$ cat src/dsc_pkg.sv
// dsc_pkg: shared types and constants for the der signature checker
// holds the status and kind codes, the front-to-back record and the result record
// no dependencies
`timescale 1ns / 1ps
`default_nettype none

package dsc_pkg;

   // default limit on stream length (counter saturates here)
   localparam int unsigned DSC_MAX_SIG_BYTES = 72;
   localparam int unsigned DSC_MIN_SIG_BYTES = 9;
   localparam int unsigned DSC_QUEUE_DEPTH   = 2;

   localparam logic [7:0] TAG_SEQ  = 8'h30;
   localparam logic [7:0] TAG_INT  = 8'h02;

   typedef enum logic [1:0] {
      KIND_STRUCT = 2'd0,
      KIND_R      = 2'd1,
      KIND_S      = 2'd2
   } kind_type;

   typedef enum logic [3:0] {
      ST_OK      = 4'd0,
      ST_SHORT   = 4'd1,
      ST_LONG    = 4'd2,
      ST_SEQ_TAG = 4'd3,
      ST_SEQ_LEN = 4'd4,
      ST_R_TAG   = 4'd5,
      ST_R_ZERO  = 4'd6,
      ST_R_LONG  = 4'd7,
      ST_S_TAG   = 4'd8,
      ST_S_ZERO  = 4'd9,
      ST_S_LEN   = 4'd10,
      ST_R_NEG   = 4'd11,
      ST_R_PAD   = 4'd12,
      ST_S_NEG   = 4'd13,
      ST_S_PAD   = 4'd14
   } status_type;

   // failure flag bit for a byte test is its status code minus one
   localparam int unsigned FLAG_BITS   = 14;
   localparam int unsigned FL_SEQ_TAG  = 2;
   localparam int unsigned FL_R_TAG    = 4;
   localparam int unsigned FL_S_TAG    = 7;
   localparam int unsigned FL_R_NEG    = 10;
   localparam int unsigned FL_R_PAD    = 11;
   localparam int unsigned FL_S_NEG    = 12;
   localparam int unsigned FL_S_PAD    = 13;

   // classified byte plus the state snapshot the verdict needs
   typedef struct packed {
      logic [7:0]           data;
      kind_type             kind;
      logic [6:0]           value_index;
      logic                 last;
      logic [7:0]           len;
      logic                 overflow;
      logic [FLAG_BITS-1:0] flags;
      logic [7:0]           declared_total;
      logic [7:0]           r_length;
      logic [7:0]           s_length;
   } record_type;

   typedef struct packed {
      logic [7:0] data;
      kind_type   kind;
      logic [6:0] value_index;
      logic       done;
      status_type status;
   } result_type;

endpackage

`default_nettype wire

$ cat src/dsc_front.sv
// dsc_front: accepts signature bytes, tracks position and header fields, classifies each byte
// pushes one record per byte into the queue
// depends on dsc_pkg
`timescale 1ns / 1ps
`default_nettype none

module dsc_front #(
   parameter int unsigned MAX_SIG_BYTES = dsc_pkg::DSC_MAX_SIG_BYTES
) (
   input  wire logic               clock,
   input  wire logic               reset,
   input  wire logic               req_valid,
   input  wire logic [7:0]         req_in_byte,
   input  wire logic               req_in_last,
   input  wire logic               queue_full,
   output logic                    push,
   output dsc_pkg::record_type     push_rec
);
   import dsc_pkg::*;

   logic [6:0]           pos_ff, pos_in;
   logic [7:0]           decl_ff, decl_in;
   logic [7:0]           rlen_ff, rlen_in;
   logic [7:0]           slen_ff, slen_in;
   logic [7:0]           fvb_ff, fvb_in;
   logic [FLAG_BITS-1:0] flags_ff, flags_in;

   logic [7:0]           decl_nx, rlen_nx, slen_nx, fvb_nx;
   logic [FLAG_BITS-1:0] flags_nx;
   logic                 overflow;
   logic [8:0]           p9, r4, r5, s_start;
   logic [9:0]           s_end;
   kind_type             kind;
   logic [6:0]           idx;

   assign push     = req_valid && !queue_full;
   assign overflow = pos_ff >= 7'(MAX_SIG_BYTES);
   assign p9       = {2'b00, pos_ff};
   assign r4       = {1'b0, rlen_ff} + 9'd4;
   assign r5       = {1'b0, rlen_ff} + 9'd5;
   assign s_start  = {1'b0, rlen_ff} + 9'd6;
   assign s_end    = {1'b0, s_start} + {2'b00, slen_ff};

   // byte tests and header capture
   always_comb begin
      decl_nx  = decl_ff;
      rlen_nx  = rlen_ff;
      slen_nx  = slen_ff;
      fvb_nx   = fvb_ff;
      flags_nx = flags_ff;
      kind     = KIND_STRUCT;
      idx      = '0;
      if (!overflow) begin
         case (pos_ff)
            7'd0: begin
               if (req_in_byte != TAG_SEQ) flags_nx[FL_SEQ_TAG] = 1'b1;
            end
            7'd1: begin
               decl_nx = req_in_byte;
            end
            7'd2: begin
               if (req_in_byte != TAG_INT) flags_nx[FL_R_TAG] = 1'b1;
            end
            7'd3: begin
               rlen_nx = req_in_byte;
            end
            default: begin
               if (p9 < r4) begin
                  kind = KIND_R;
                  idx  = pos_ff - 7'd4;
               end else if (p9 >= s_start && {1'b0, p9} < s_end) begin
                  kind = KIND_S;
                  idx  = 7'(p9 - s_start);
               end
               if (pos_ff == 7'd4) begin
                  if (req_in_byte[7]) flags_nx[FL_R_NEG] = 1'b1;
                  fvb_nx = req_in_byte;
               end
               if (pos_ff == 7'd5 && rlen_ff > 8'd1 && fvb_ff == 8'd0 && !req_in_byte[7])
                  flags_nx[FL_R_PAD] = 1'b1;
               if (p9 == r4 && req_in_byte != TAG_INT) flags_nx[FL_S_TAG] = 1'b1;
               if (p9 == r5) slen_nx = req_in_byte;
               if (p9 == s_start) begin
                  if (req_in_byte[7]) flags_nx[FL_S_NEG] = 1'b1;
                  fvb_nx = req_in_byte;
               end
               if (p9 == s_start + 9'd1 && slen_ff > 8'd1 && fvb_ff == 8'd0 &&
                   !req_in_byte[7])
                  flags_nx[FL_S_PAD] = 1'b1;
            end
         endcase
      end
   end

   always_comb begin
      push_rec.data           = req_in_byte;
      push_rec.kind           = kind;
      push_rec.value_index    = idx;
      push_rec.last           = req_in_last;
      push_rec.len            = {1'b0, pos_ff} + 8'd1;
      push_rec.overflow       = overflow;
      push_rec.flags          = flags_nx;
      push_rec.declared_total = decl_nx;
      push_rec.r_length       = rlen_nx;
      push_rec.s_length       = slen_nx;
   end

   // state returns to reset after the final byte
   always_comb begin
      pos_in   = pos_ff;
      decl_in  = decl_ff;
      rlen_in  = rlen_ff;
      slen_in  = slen_ff;
      fvb_in   = fvb_ff;
      flags_in = flags_ff;
      if (push) begin
         if (req_in_last) begin
            pos_in   = '0;
            decl_in  = '0;
            rlen_in  = '0;
            slen_in  = '0;
            fvb_in   = '0;
            flags_in = '0;
         end else begin
            pos_in   = overflow ? pos_ff : pos_ff + 7'd1;
            decl_in  = decl_nx;
            rlen_in  = rlen_nx;
            slen_in  = slen_nx;
            fvb_in   = fvb_nx;
            flags_in = flags_nx;
         end
      end
   end

   always_ff @(posedge clock) begin
      if (reset) begin
         pos_ff   <= '0;
         decl_ff  <= '0;
         rlen_ff  <= '0;
         slen_ff  <= '0;
         fvb_ff   <= '0;
         flags_ff <= '0;
      end else begin
         pos_ff   <= pos_in;
         decl_ff  <= decl_in;
         rlen_ff  <= rlen_in;
         slen_ff  <= slen_in;
         fvb_ff   <= fvb_in;
         flags_ff <= flags_in;
      end
   end

   a_pos_saturates: assert property (@(posedge clock) disable iff (reset)
      pos_ff <= 7'(MAX_SIG_BYTES))
      else $error("position counter above limit");

   a_last_clears: assert property (@(posedge clock) disable iff (reset)
      push && req_in_last |=> pos_ff == 7'd0 && flags_ff == '0)
      else $error("state not cleared after final byte");

endmodule

`default_nettype wire

$ cat src/dsc_queue.sv
// dsc_queue: short flip-flop queue between classifier and verdict stage
// depends on dsc_pkg for the record type
`timescale 1ns / 1ps
`default_nettype none

module dsc_queue #(
   parameter int unsigned DEPTH = dsc_pkg::DSC_QUEUE_DEPTH
) (
   input  wire logic                clock,
   input  wire logic                reset,
   input  wire logic                push,
   input  wire dsc_pkg::record_type push_rec,
   input  wire logic                pop,
   output logic                     head_valid,
   output dsc_pkg::record_type      head_rec,
   output logic                     full
);
   import dsc_pkg::*;

   localparam int unsigned PW = (DEPTH > 1) ? $clog2(DEPTH) : 1;
   localparam int unsigned CW = $clog2(DEPTH + 1);

   record_type      entry_ff [DEPTH];
   logic [PW-1:0]   wr_ff, wr_in;
   logic [PW-1:0]   rd_ff, rd_in;
   logic [CW-1:0]   count_ff, count_in;

   assign head_valid = count_ff != '0;
   assign full       = count_ff == CW'(DEPTH);
   assign head_rec   = entry_ff[rd_ff];

   always_comb begin
      wr_in    = wr_ff;
      rd_in    = rd_ff;
      count_in = count_ff;
      if (push) wr_in = (wr_ff == PW'(DEPTH - 1)) ? '0 : wr_ff + PW'(1);
      if (pop)  rd_in = (rd_ff == PW'(DEPTH - 1)) ? '0 : rd_ff + PW'(1);
      if (push && !pop)      count_in = count_ff + CW'(1);
      else if (pop && !push) count_in = count_ff - CW'(1);
   end

   always_ff @(posedge clock) begin
      if (reset) begin
         wr_ff    <= '0;
         rd_ff    <= '0;
         count_ff <= '0;
      end else begin
         wr_ff    <= wr_in;
         rd_ff    <= rd_in;
         count_ff <= count_in;
      end
   end

   always_ff @(posedge clock) begin
      if (push) entry_ff[wr_ff] <= push_rec;
   end

   a_no_overrun: assert property (@(posedge clock) disable iff (reset)
      push |-> !full || pop)
      else $error("push into full queue");

   a_no_underrun: assert property (@(posedge clock) disable iff (reset)
      pop |-> head_valid)
      else $error("pop from empty queue");

endmodule

`default_nettype wire

$ cat src/dsc_back.sv
// dsc_back: verdict stage and result register
// takes queue records, picks the first failing check on the final byte
// depends on dsc_pkg
`timescale 1ns / 1ps
`default_nettype none

module dsc_back #(
   parameter int unsigned MAX_SIG_BYTES = dsc_pkg::DSC_MAX_SIG_BYTES
) (
   input  wire logic                clock,
   input  wire logic                reset,
   input  wire logic                head_valid,
   input  wire dsc_pkg::record_type head_rec,
   output logic                     pop,
   input  wire logic                rsp_stall,
   output logic                     rsp_valid,
   output dsc_pkg::result_type      rsp_res
);
   import dsc_pkg::*;

   logic       valid_ff, valid_in;
   result_type res_ff;
   status_type verdict;

   always_comb begin
      if (head_rec.len < 8'(DSC_MIN_SIG_BYTES))
         verdict = ST_SHORT;
      else if (head_rec.overflow || head_rec.len >= 8'(MAX_SIG_BYTES))
         verdict = ST_LONG;
      else if (head_rec.flags[FL_SEQ_TAG])
         verdict = ST_SEQ_TAG;
      else if (head_rec.declared_total != head_rec.len - 8'd2)
         verdict = ST_SEQ_LEN;
      else if (head_rec.flags[FL_R_TAG])
         verdict = ST_R_TAG;
      else if (head_rec.r_length == 8'd0)
         verdict = ST_R_ZERO;
      else if ({1'b0, head_rec.r_length} + 9'd5 >= {1'b0, head_rec.len})
         verdict = ST_R_LONG;
      else if (head_rec.flags[FL_S_TAG])
         verdict = ST_S_TAG;
      else if (head_rec.s_length == 8'd0)
         verdict = ST_S_ZERO;
      else if ({2'b00, head_rec.r_length} + {2'b00, head_rec.s_length} + 10'd6 !=
               {2'b00, head_rec.len})
         verdict = ST_S_LEN;
      else if (head_rec.flags[FL_R_NEG])
         verdict = ST_R_NEG;
      else if (head_rec.flags[FL_R_PAD])
         verdict = ST_R_PAD;
      else if (head_rec.flags[FL_S_NEG])
         verdict = ST_S_NEG;
      else if (head_rec.flags[FL_S_PAD])
         verdict = ST_S_PAD;
      else
         verdict = ST_OK;
   end

   assign pop       = head_valid && (!valid_ff || !rsp_stall);
   assign valid_in  = pop || (valid_ff && rsp_stall);
   assign rsp_valid = valid_ff;
   assign rsp_res   = res_ff;

   always_ff @(posedge clock) begin
      if (reset) valid_ff <= 1'b0;
      else       valid_ff <= valid_in;
   end

   always_ff @(posedge clock) begin
      if (pop) begin
         res_ff.data        <= head_rec.data;
         res_ff.kind        <= head_rec.kind;
         res_ff.value_index <= head_rec.value_index;
         res_ff.done        <= head_rec.last;
         res_ff.status      <= head_rec.last ? verdict : ST_OK;
      end
   end

   a_status_only_done: assert property (@(posedge clock) disable iff (reset)
      valid_ff && !res_ff.done |-> res_ff.status == ST_OK)
      else $error("status on non-final result");

   a_hold_on_stall: assert property (@(posedge clock) disable iff (reset)
      valid_ff && rsp_stall |=> valid_ff && $stable(res_ff))
      else $error("result lost under stall");

endmodule

`default_nettype wire

$ cat src/der_signature_checker_top.sv
// der_signature_checker_top: strict der ecdsa signature checker, byte stream in, classified bytes out
// instantiates dsc_front, dsc_queue, dsc_back; depends on dsc_pkg
`timescale 1ns / 1ps
`default_nettype none

//  channel | direction | ports                                         | handshake
//  --------+-----------+-----------------------------------------------+--------------------
//  req     | in        | req_in_byte[7:0] req_in_last                  | req_valid / req_stall
//  rsp     | out       | rsp_out_byte rsp_out_kind rsp_value_index     | rsp_valid / rsp_stall
//          |           | rsp_done_res rsp_status                       |
//
//  one byte per cycle sustained while rsp_stall is low; an accepted byte is written
//  into the queue and reaches the result register when the queue pops it
//  the classifier does all byte tests in the accept cycle; the verdict is
//  computed when the record leaves the queue
//  reset is synchronous, active high, and clears counters, flags and valids
//  req_stall rises only when the two-entry queue is full; under back-to-back
//  input that happens after the output side stalls

module der_signature_checker_top #(
   parameter int unsigned MAX_SIG_BYTES = dsc_pkg::DSC_MAX_SIG_BYTES
) (
   input  wire logic       clock,
   input  wire logic       reset,
   // input byte stream
   input  wire logic       req_valid,
   output logic            req_stall,
   input  wire logic [7:0] req_in_byte,
   input  wire logic       req_in_last,
   // classified results
   output logic            rsp_valid,
   input  wire logic       rsp_stall,
   output logic [7:0]      rsp_out_byte,
   output logic [1:0]      rsp_out_kind,
   output logic [6:0]      rsp_value_index,
   output logic            rsp_done_res,
   output logic [3:0]      rsp_status
);
   import dsc_pkg::*;

   logic       push;
   logic       pop;
   logic       queue_full;
   logic       head_valid;
   record_type push_rec;
   record_type head_rec;
   result_type res;

   // stall is driven only by queue occupancy, never by req_valid
   assign req_stall = queue_full;

   // front: position tracking, header capture, byte classification
   dsc_front #(
      .MAX_SIG_BYTES(MAX_SIG_BYTES)
   ) u_front (
      .clock       (clock),
      .reset       (reset),
      .req_valid   (req_valid),
      .req_in_byte (req_in_byte),
      .req_in_last (req_in_last),
      .queue_full  (queue_full),
      .push        (push),
      .push_rec    (push_rec)
   );

   // decoupling queue so either side can stall alone
   dsc_queue #(
      .DEPTH(DSC_QUEUE_DEPTH)
   ) u_queue (
      .clock      (clock),
      .reset      (reset),
      .push       (push),
      .push_rec   (push_rec),
      .pop        (pop),
      .head_valid (head_valid),
      .head_rec   (head_rec),
      .full       (queue_full)
   );

   // back: verdict priority chain and output register
   dsc_back #(
      .MAX_SIG_BYTES(MAX_SIG_BYTES)
   ) u_back (
      .clock      (clock),
      .reset      (reset),
      .head_valid (head_valid),
      .head_rec   (head_rec),
      .pop        (pop),
      .rsp_stall  (rsp_stall),
      .rsp_valid  (rsp_valid),
      .rsp_res    (res)
   );

   assign rsp_out_byte    = res.data;
   assign rsp_out_kind    = res.kind;
   assign rsp_value_index = res.value_index;
   assign rsp_done_res    = res.done;
   assign rsp_status      = res.status;

   a_kind_legal: assert property (@(posedge clock) disable iff (reset)
      rsp_valid && rsp_out_kind != KIND_STRUCT |-> !rsp_done_res || rsp_status != ST_OK ||
      rsp_out_kind == KIND_S)
      else $error("ok verdict on a byte that is not the end of s");

endmodule

`default_nettype wire
$ cat config.mk
export PLATFORM = sky130hd
export DESIGN_NAME = der_signature_checker_top
export DESIGN_NICKNAME = d
export VERILOG_FILES = /design/src/dsc_pkg.sv /design/src/dsc_front.sv /design/src/dsc_queue.sv /design/src/dsc_back.sv /design/src/der_signature_checker_top.sv
export SDC_FILE = /design/constraint.sdc
export NUM_CORES = 1
export LEC_CHECK = 0
export ABC_AREA = 1
export BUFFER_PORTS_ARGS = -buffer_cell sky130_fd_sc_hd__clkbuf_2
export CORE_MARGIN = 1
export CORE_UTILIZATION = 60
export CTS_BUF_LIST = sky130_fd_sc_hd__clkbuf_8
export CTS_CLUSTER_DIAMETER = 120
export DETAILED_ROUTE_END_ITERATION = 12
export PLACE_DENSITY = 0.83
export SYNTH_ARGS = -nofsm -noshare
export SYNTH_HDL_FRONTEND = slang
export SYNTH_SLANG_ARGS = --single-unit
$ cat constraint.sdc
create_clock -name clock -period 12.5 [get_ports clock]
set_input_delay 2.5 -clock clock [delete_from_list [all_inputs] [get_ports clock]]
set_output_delay 2.5 -clock clock [all_outputs]
set_load 0.01 [all_outputs]
==> impl_results.md <==
- Run status: completed
- DR iter-0 viols: between 600 and 700
- Layout cells sized above 1: 0.1023
- Power, Total: ~2.2 mW
- Post-Synthesis Cells: 1150
- Asr flop ratio synth: 0
- Fin cells: between 1000 and 1500
- Register area share after synthesis: 0.4920
- Post-synthesis cell type count: 55
- Initial Util: 0.6114
- Period utilisation layout: 0.3978
- Via count: between 8000 and 9000
- Hold_buf cts: 0
- Total core area: 17240 sq um
- Floorplan row count: 48
- Post-synth EDFFs: ~140
- CP endpoint kind: flip-flop
- GRT Total Usage: 0.2689
- Final WL: 23640 um
- Grt total ovfl: 0
- Vias in the first global route: between 7000 and 8000
- Critical Path RT: around 13 ns
- Worst-Margin Slew: roughly 1.1 ns
- I/O pins: 37
- Worst-Skew Late Latency: approximately 0.48 ns
- Worst VDD drop: between 150 and 200 uV
- Final HPWL DP: between 15000 and 20000 um
- Clk pin slew, worst setup/hold paths: about 0.11 ns
- Yosys top cell by area: edfxtp_1
- Antenna Cells: 0
- Area Overhead vs Synth: 7.171%
- Delay-heaviest family, CP: buffers and inverters
- CP arrival: around 5.2 ns
- Syn nets: between 1000 and 1500
- Seq cells post-synth: 190
- Total negative slack: 0 ns
- Top cell type's share of synthesized area: 0.3933
- Port buffer count: 36
- Most frequent cells after synthesis: 297 x nand2_1, 138 x edfxtp_1, 136 x inv_1, 69 x a21oi_1, 66 x ha_1
- First-pass DRT Iterations: 5
- Mapped cell area: around 11000 sq um
- Clk_skew: approximately 0.022 ns
- Max-slew violations: 0
- DRC viols: 0
- Critical Path Start Type: flip-flop
- Max incr delay on CP: around 0.59 ns
- Post-route ant nets: 0
- Max Fanout on Critical Path: 60
- Die span in x: roughly 130 um
- Most common cell in the netlist: nand2_1
- Via/cell ratio: about 5.7
- Die area: between 15000 and 20000 sq um
- Yosys Warn Count: 0
- Root Driver: clkbuf_8
- Setup Fix Bufs, Post-CTS: 0
- Largest net degree at the start of global routing: 61
- Kind of critical path: reg2reg
- CTS tree: done
- Die Ht: roughly 130 um
- H-Tree Depth: 4
- Clk sinks: 190
- RSZ-0062 raised after global routing: false
- P_leak: 4.696 nW
- Drt wl/cell: 16.69 um
- First-pass GRT wire length: 37490 um
- Initial antenna violation count: 0
- Resized Gates After CTS: 0
- Dpl cells: about 1400
- Final Hold Fails: 0
- Number of CTS-inserted buffers: 17
- Dominant cells by area after synthesis: edfxtp_1 39%, nand2_1 11%, dfxtp_1 9.9%
- # Max-Cap Violations: 0
- Hold WC Path Type: reg2reg
- PwrDens: ~200 nW/um^2
- Max Clock Freq: 201.1 MHz
- Worst slew margin relative to its limit: 0.2820
- Syn avg cell area: a little over 9 sq um
- Final worst path period need: 4.973 ns
- Buf+Inv Stages, Crit Path: 6
- Slowest stage cell, crit path: buf_4
- Top FF cell, synth: edfxtp_1
- Cells along the critical path: buf_4 > inv_2 > or2_2 > o21ai_0 > inv_1 > ha_1 > inv_1 > fa_1 > ha_1 > inv_1 > nand3_1 > nor2_1 > nand2_1 > nor2_1 > nand2_1 > nand3_1 > nand2_1 > inv_1 > nand4_1 > o211ai_1 > nand2_1 > a31oi_1 > nor2_1
- Final hold slack: 0.4482 ns
- Setup violations, final: 0
- RePlAce Congestion: about 0.96
- CTS max path bufs: 2
- Net count, final: 1261
worst reg2reg max path, cell delays in order, from the launching register on:
cell and delay (ns):
dfxtp_2 0.33, buf_4 0.59, inv_2 0.53, or2_2 0.47, o21ai_0 0.15, inv_1 0.14
ha_1 0.24, inv_1 0.07, fa_1 0.45, ha_1 0.24, inv_1 0.06, nand3_1 0.13
nor2_1 0.19, nand2_1 0.11, nor2_1 0.14, nand2_1 0.06, nand3_1 0.06, nand2_1 0.05
inv_1 0.06, nand4_1 0.15, o211ai_1 0.23, nand2_1 0.08, a31oi_1 0.13, nor2_1 0.05
metal layers:
| layer | GRT usage | up-vias | share of wire |
|---|---|---|---|
| met5 | 0 | - | 0 |
| met4 | 0.1099 | 0 | 0.029 |
| met3 | 0.04317 | 55 | 0.061 |
| met2 | 0.4548 | 299 | 0.48 |
| met1 | 0.3457 | 3728 | 0.42 |
| li1 | - | 3929 | - |
final timing paths:
kind	start	to	slack, ns	cells past startpoint
max reg2reg	flip-flop	u_back.rsp_res[1]	7.53	23
min	u_queue.rd_ff	flip-flop	0.45	1
max	flip-flop	u_back.rsp_res[1]	7.53	23
min reg2reg	u_queue.rd_ff	flip-flop	0.45	1
placed cells by master (no fill, tap or decap), drive strengths merged, types with 5 or more instances in the layout:
cell type	n
edfxtp	138
nand4	19
clkinv	7
o22ai	7
o21ai	66
mux2i	13
nor4	12
ha	66
xnor2	16
dfxtp	52
clkbuf	53
nor3	20
or2	19
a21oi	70
nand2	300
xor2	48
a31oi	8
nor2	50
nand3	39
inv	149
buf	5
a211oi	13
flip-flops by register name, indices dropped and copies added, names as in the netlist, named ones only:
register          flops
u_queue.entry_ff    116
u_back.rsp_res       22
u_front.decl_ff       8
u_front.fvb_ff        8
u_front.rlen_ff       8
u_front.slen_ff       8
u_front.flags_ff      7
u_front.pos_ff        7
u_queue.count_ff      2
u_back.rsp_valid      1
u_queue.rd_ff         1
u_queue.wr_ff         1
cells by family after synthesis:
family / after synthesis / share of synthesized area
fa+ha+maj: 69 / 0.08407
mux: 13 / 0.01235
buf+inv: 174 / 0.06720
flops: 190 / 0.4920
simple gates: 465 / 0.1940
xor+xnor: 64 / 0.05319
compound gates: 175 / 0.09713
area by class of cell:
cell class / count / area, sq um
Multi-Input combinational cell: 786 / 4663
Timing Repair Buffer: 41 / 217.7
Fill cell: 1299 / 5943
Inverter: 143 / 539.3
Sequential cell: 190 / 5186
Clock buffer: 17 / 234.0
Tap cell: 225 / 281.5
Clock inverter: 15 / 171.4
power breakdown:
part           switching (mW)  total, mW  internal [mW]
registers              0.0317      0.846          0.815
logic                   0.675       1.00          0.327
clock network           0.244      0.395          0.151
total                   0.950       2.24           1.29
through the flow:
step,utilization,setup WS (ns),area [sq um]
2_1_floorplan,-,6.694,10540
3_3_place_gp,0.6317,7.770,10890
3_5_place_dp,0.6317,7.586,10890
4_1_cts,0.6552,7.579,11290
5_1_grt,0.6552,7.060,11290
6_report,0.6552,7.527,11290
(Power assumes the default switching activity.)
